### src/rtl/pqft_pkg.sv
// Shared types, constants and codes of the stable priority queue.
package pqft_pkg;

    // Queue geometry and field widths
    localparam int QUEUE_DEPTH   = 64;
    localparam int SEVERITY_BITS = 16;
    localparam int TAG_BITS      = 16;
    localparam int CNT_BITS      = $clog2(QUEUE_DEPTH + 1);

    // Stream widths, fields packed from bit 0 and padded to whole bytes
    localparam int S_TDATA_BITS = ((SEVERITY_BITS + TAG_BITS + 7) / 8) * 8;
    localparam int M_TDATA_BITS = ((TAG_BITS + SEVERITY_BITS + 7) / 8) * 8;
    localparam int STATUS_BITS  = 2;

    // Request kinds on the input tuser
    localparam logic MODE_INSERT = 1'b0;
    localparam logic MODE_SERVE  = 1'b1;

    // Result status codes on the output tuser
    localparam logic [STATUS_BITS-1:0] ST_SERVED = 2'd0;
    localparam logic [STATUS_BITS-1:0] ST_EMPTY  = 2'd1;
    localparam logic [STATUS_BITS-1:0] ST_FULL   = 2'd2;

    // Cell operations broadcast along the chain
    localparam logic [1:0] OP_HOLD   = 2'd0;
    localparam logic [1:0] OP_INSERT = 2'd1;
    localparam logic [1:0] OP_POP    = 2'd2;

    // One stored entry
    typedef struct packed {
        logic                     valid;
        logic [SEVERITY_BITS-1:0] severity;
        logic [TAG_BITS-1:0]      tag;
    } entry_t;

    // Broadcast control from the top level to every cell
    typedef struct packed {
        logic [1:0]               op;
        logic [SEVERITY_BITS-1:0] severity;
        logic [TAG_BITS-1:0]      tag;
    } cell_ctrl_t;

endpackage

### src/rtl/pqft_cell.sv
// One slot of the sorted shift chain: holds an entry, takes new data or a neighbor's.
module pqft_cell
    import pqft_pkg::*;
(
    input  logic       aclk,
    input  logic       aresetn,
    input  cell_ctrl_t ctrl_i,
    input  entry_t     prev_entry_i,   // neighbor toward the head
    input  logic       prev_before_i,  // new entry lands at or above the neighbor
    input  entry_t     next_entry_i,   // neighbor toward the tail
    output entry_t     entry_o,
    output logic       before_o        // new entry lands at or above this cell
);

    logic                     valid_reg, valid_next;
    logic [SEVERITY_BITS-1:0] sev_reg, sev_next;
    logic [TAG_BITS-1:0]      tag_reg, tag_next;

    // New entry goes ahead of this one only if strictly more severe, keeping arrival order
    assign before_o = !valid_reg || (ctrl_i.severity > sev_reg);

    // Pick the next content: hold, shift toward tail on insert, shift toward head on pop
    always_comb begin
        valid_next = valid_reg;
        sev_next   = sev_reg;
        tag_next   = tag_reg;
        case (ctrl_i.op)
            OP_INSERT: begin
                if (prev_before_i) begin
                    valid_next = prev_entry_i.valid;
                    sev_next   = prev_entry_i.severity;
                    tag_next   = prev_entry_i.tag;
                end else if (before_o) begin
                    valid_next = 1'b1;
                    sev_next   = ctrl_i.severity;
                    tag_next   = ctrl_i.tag;
                end
            end
            OP_POP: begin
                valid_next = next_entry_i.valid;
                sev_next   = next_entry_i.severity;
                tag_next   = next_entry_i.tag;
            end
            default: begin
                valid_next = valid_reg;
            end
        endcase
    end

    // Occupancy flag
    always_ff @(posedge aclk) begin
        if (!aresetn) begin
            valid_reg <= 1'b0;
        end else begin
            valid_reg <= valid_next;
        end
    end

    // Payload
    always_ff @(posedge aclk) begin
        sev_reg <= sev_next;
        tag_reg <= tag_next;
    end

    assign entry_o = '{valid: valid_reg, severity: sev_reg, tag: tag_reg};

endmodule

### config.mk
export PLATFORM = sky130hd
export DESIGN_NAME = pqft_cell
export DESIGN_NICKNAME = d
export VERILOG_FILES = /design/src/rtl/pqft_pkg.sv /design/src/rtl/pqft_cell.sv
export SDC_FILE = /design/constraint.sdc
export NUM_CORES = 1
export LEC_CHECK = 0
export BUFFER_PORTS_ARGS = -buffer_cell sky130_fd_sc_hd__buf_2
export CAP_MARGIN = 20
export CORE_AREA = 2 2 72 102
export DETAILED_ROUTE_END_ITERATION = 8
export DIE_AREA = 0 0 74 104
export GPL_TIMING_DRIVEN = 0
export PLACE_DENSITY_LB_ADDON = 0.3
export SYNTH_ARGS = -nofsm -noshare
export SYNTH_HDL_FRONTEND = slang
export SYNTH_SLANG_ARGS = --single-unit
### constraint.sdc
create_clock -name aclk -period 8.6 [get_ports aclk]
set_input_delay 1.72 -clock aclk [delete_from_list [all_inputs] [get_ports aclk]]
set_output_delay 1.72 -clock aclk [all_outputs]
set_load 0.1 [all_outputs]
# == After elaboration in Yosys (flattened, before gate mapping) ==
# Index checks and enable logic that the tools add are counted.
# totals
ff_bits,33
output_inout_bits,34
elab_cells,20
# op_classes
n_lt_le_gt_ge,1
eq_ne,3
mux,9
n_reduce_logical,4
# op_table
operator,n
$mux W16,4
$pmux W16 S2,2
$gt A16 B16 Y1,1
$ne A3 B3 Y1 const B,1
$eq A2 B1 Y1 const B,1
$eq A2 B2 Y1 const B,1
$mux W1,2
$pmux W1 S2,1
$reduce_and A2 Y1,1
$reduce_bool A2 Y1,1
$logic_not A1 Y1,1
$logic_or A1 B1 Y1,1

# == Depth between registers and ports, before layout ==
# logic_depth
depth_word,5
mapped_depth,7
ltp_nobuf,7

# == Least setup slack after synthesis ==
# No wires, ideal clock.
# synth_path
kind,input port to output port
startpoint,input port ctrl_i[31] (netlist bit)
endpoint,output port before_o
arrival_ns,3.979
setup_slack_ns,2.901
stages,5
path_buffers,0
cell_sequence,ha_1 nand4_2 a2111oi_2 nor4_1 o21ai_1
# synth_between
elab_chain_len,2
# synth_rtl
item,line_no,source
"start, declared",pqft_cell.sv:7,"input cell_ctrl_t ctrl_i,"
$gt A16 B16 Y1,pqft_cell.sv:20,assign before_o = !valid_reg || (ctrl_i.severity > sev_reg);
$logic_or A1 B1 Y1,pqft_cell.sv:20,
"end, declared",pqft_cell.sv:12,output logic before_o
# No other way between the ends.

# == Final worst setup path ==
# layout_path
startpoint,input port ctrl_i[17] (netlist bit)
endpoint,output port before_o
# The elaborated chain is that of the path after synthesis.

==> metrics <==
DRC viols 0; number of synthesized flops with an enable pin 32; Yosys cell types 28; P_sw 216.9 uW; Post-CTS Hold Buffers 0; # fillers 683; worst slew pin tran 0.6586 ns; nets 468; setup TNS 0 ns; predominant post-synthesis flop cell edfxtp_1; row cnt 36; post-DP HPWL 4800 um; FF/Latch Area 980.9 um2; Syn-to-layout area delta 43.02%; Crit-path slowest cell nor4_1; register area share after synthesis 46.20%; Detailed Routing Iterations Pass 1 5; share of cells above drive strength 1 44.29%; Post-Synth XOR/XNOR Area 0%; MaxCap Viol Count 0; Setup crit start ctrl_i[17]; status completed; synth warn 0; first-pass GRT wire length 9308 um; Final min period 5.323 ns; CTS Buffer Depth 2; Max H-tree Level 2; Leak Pwr 0.001501 uW; post-synth net total 325; clk root buf clkbuf_8; kind of critical path in -> out; Largest stage delay, worst path 0.60 ns; Fin. Hold Viols 0; Die W 74 um; Switching Fraction 41.45%; pwr/cell area 172.3 nW/um2; TritonCTS Buffers 5; reg2reg start sev_reg[15]; CP Buf/Inv Count 2; R2R Setup Slk 6.10 ns; multiplexer share of the synthesized area 15.09%; Worst-Skew Late Latency 0.28 ns; Post-CTS Setup Repair Bufs 0; setup ws final 3.277 ns; combinational group share of total power 39.8%; crit-path max FO 2; Worst setup EP type primary output; Tcrit/Tclk final 61.90%; Total GRT Usage 15.91%; CP Launch Type input pin; FF-to-FF path depth 7; remaining global-route overflow 0; Syn Std Cell Area 2123 um2; Clk pwr share 21.9%; Mapped Cells 206; WP depth 8; worst path arrival time 3.60 ns; TritonCTS sink count 33; die height 104 um; Multi-input gate area 1035 um2; hold depth 2; crit-path most repeated cell buf_2; CP Cell Sequence buf_2, ha_1, nor2b_4, o211ai_2, a2111oi_2, nor4_1, o21ai_1, buf_2; Pint 306.4 uW; CP delay by family, top simple AND/OR/NAND/NOR gates; reg2reg end tag_reg[11]; WL per Instance 13.53 um; full die area 7696 um2; pin count of the biggest net entering global routing 18; Core ar. 6802 um2; I/O Buffers 135; clock tree from TritonCTS done; Min Hold Slack 0.4960 ns; sequential share of power 38.3%; Tightest Hold Check Type reg -> reg; Reg clk slew, reported paths 0.07 ns; Compound-Gate Fraction of Synth Area 13.08%; WL final 6019 um; #FFs+latches synth 33; worst min-delay path endpoint valid_reg; post-CTS sizing 0; Worst Path Required 6.88 ns; initial drt markers 73; GP Congestion 0.8340; adder-cell share of the synthesized area 9.428%; Post-Synth Simple-Gate Area 10.61%; Setup WS pre-CTS 3.244 ns; Vias/cell 4.593; antenna violation net count after detailed routing 0; number of diodes 0; syn avg cell area 10.31 um2; vias in the first global route 1964; top achievable clock speed 187.8 MHz; RSZ-0062 raised after global routing false; setup violators final 0; Starting Density 31.22%; VDD IR max 0.05721 mV; worst hold path startpoint valid_reg; I/O pin cnt 137; via count 2044; Final Max Slew Viols 0; Async SR Flop Fraction 0%; initial antenna violation count 0; Slew headroom 55.69%; largest family of logic cells by synthesized area multiplexers; Final Skew 0.005666 ns
## synthesized netlist by cell type (all sizes together), types with 2 or more instances
cell type,count,area [um2]
a21boi,2,15.02
nor4,2,12.51
inv,16,60.06
a21o,2,15.01
a21oi,7,35.03
nand4,4,31.28
clkbuf,3,11.26
nand2,34,127.6
nor2b,3,26.27
edfxtp,32,960.9
ha,16,200.2
o21ai,34,170.2
buf,9,47.55
mux2i,32,320.3
nand3,2,10.01
## final cells by class
cell class	count	area share, %
Multi-Input combinational cell	145	34.07
Sequential cell	33	32.30
Timing Repair Buffer	136	23.16
Tap cell	95	3.914
Clock buffer	8	2.637
Inverter	16	1.978
Buffer	12	1.937
## stage by stage
stage               power [uW]  cells  utilization (%)  area, um2
detailed placement       413.9    437            43.47       2957
CTS                      530.1    445            44.65       3037
global placement         408.8    436            42.90       2918
floorplan                359.0    206                -       2123
global route             551.0    445            44.65       3037
finish                   523.3    445            44.65       3037
## cells in the final DEF, fill, tap and decap left out, types with 2 or more instances in the layout
cell,n
buf_2,143
nand2_1,34
o21ai_0,33
mux2i_1,32
edfxtp_1,32
inv_1,16
ha_1,16
a21oi_1,7
clkbuf_1,6
clkbuf_8,5
nand4_1,3
nor2b_1,2
a21o_1,2
nand3_1,2
nor4_1,2
## tightest hold or removal path, stage by stage, from the launching register on
cell,delay (ns)
dfxtp_1,0.33
nand2_1,0.05
a21boi_0,0.06
## kinds of logic (layout without fill, tap and decap cells)
kind of cell,after synthesis,after routing
simple gates,48,48
buf+inv,28,172
mux,32,32
fa+ha+maj,16,16
compound gates,49,49
flops,33,33
## routing by layer
layer / global-route usage, % / vias up / part of all wire [%] / wire [um]
met3: 3.198 / 8 / 5.5 / 331
met1: 18.16 / 931 / 39 / 2366
met4: 6.623 / 0 / 1.4 / 85
li1: - / 1028 / - / -
met5: 0 / - / 0 / 0
met2: 27.87 / 77 / 54 / 3235
## power by group through the flow
| stage | sequential, uW | clock (uW) | combinational, uW |
|---|---|---|---|
| after floorplan | 304 | 0 | 54.9 |
| after global placement | 205 | 0 | 204 |
| after detailed placement | 204 | 0 | 210 |
| after CTS | 201 | 119 | 210 |
| after global routing | 202 | 126 | 222 |
| final | 201 | 115 | 208 |
## worst max-delay path by stage
stage | slack, ns | to
after floorplan | 2.90 | before_o
after global placement | 2.92 | tag_reg[14]
after detailed placement | 3.24 | before_o
after CTS | 3.24 | before_o
after global routing | 3.13 | before_o
final | 3.28 | before_o
(Power assumes the default switching activity.)
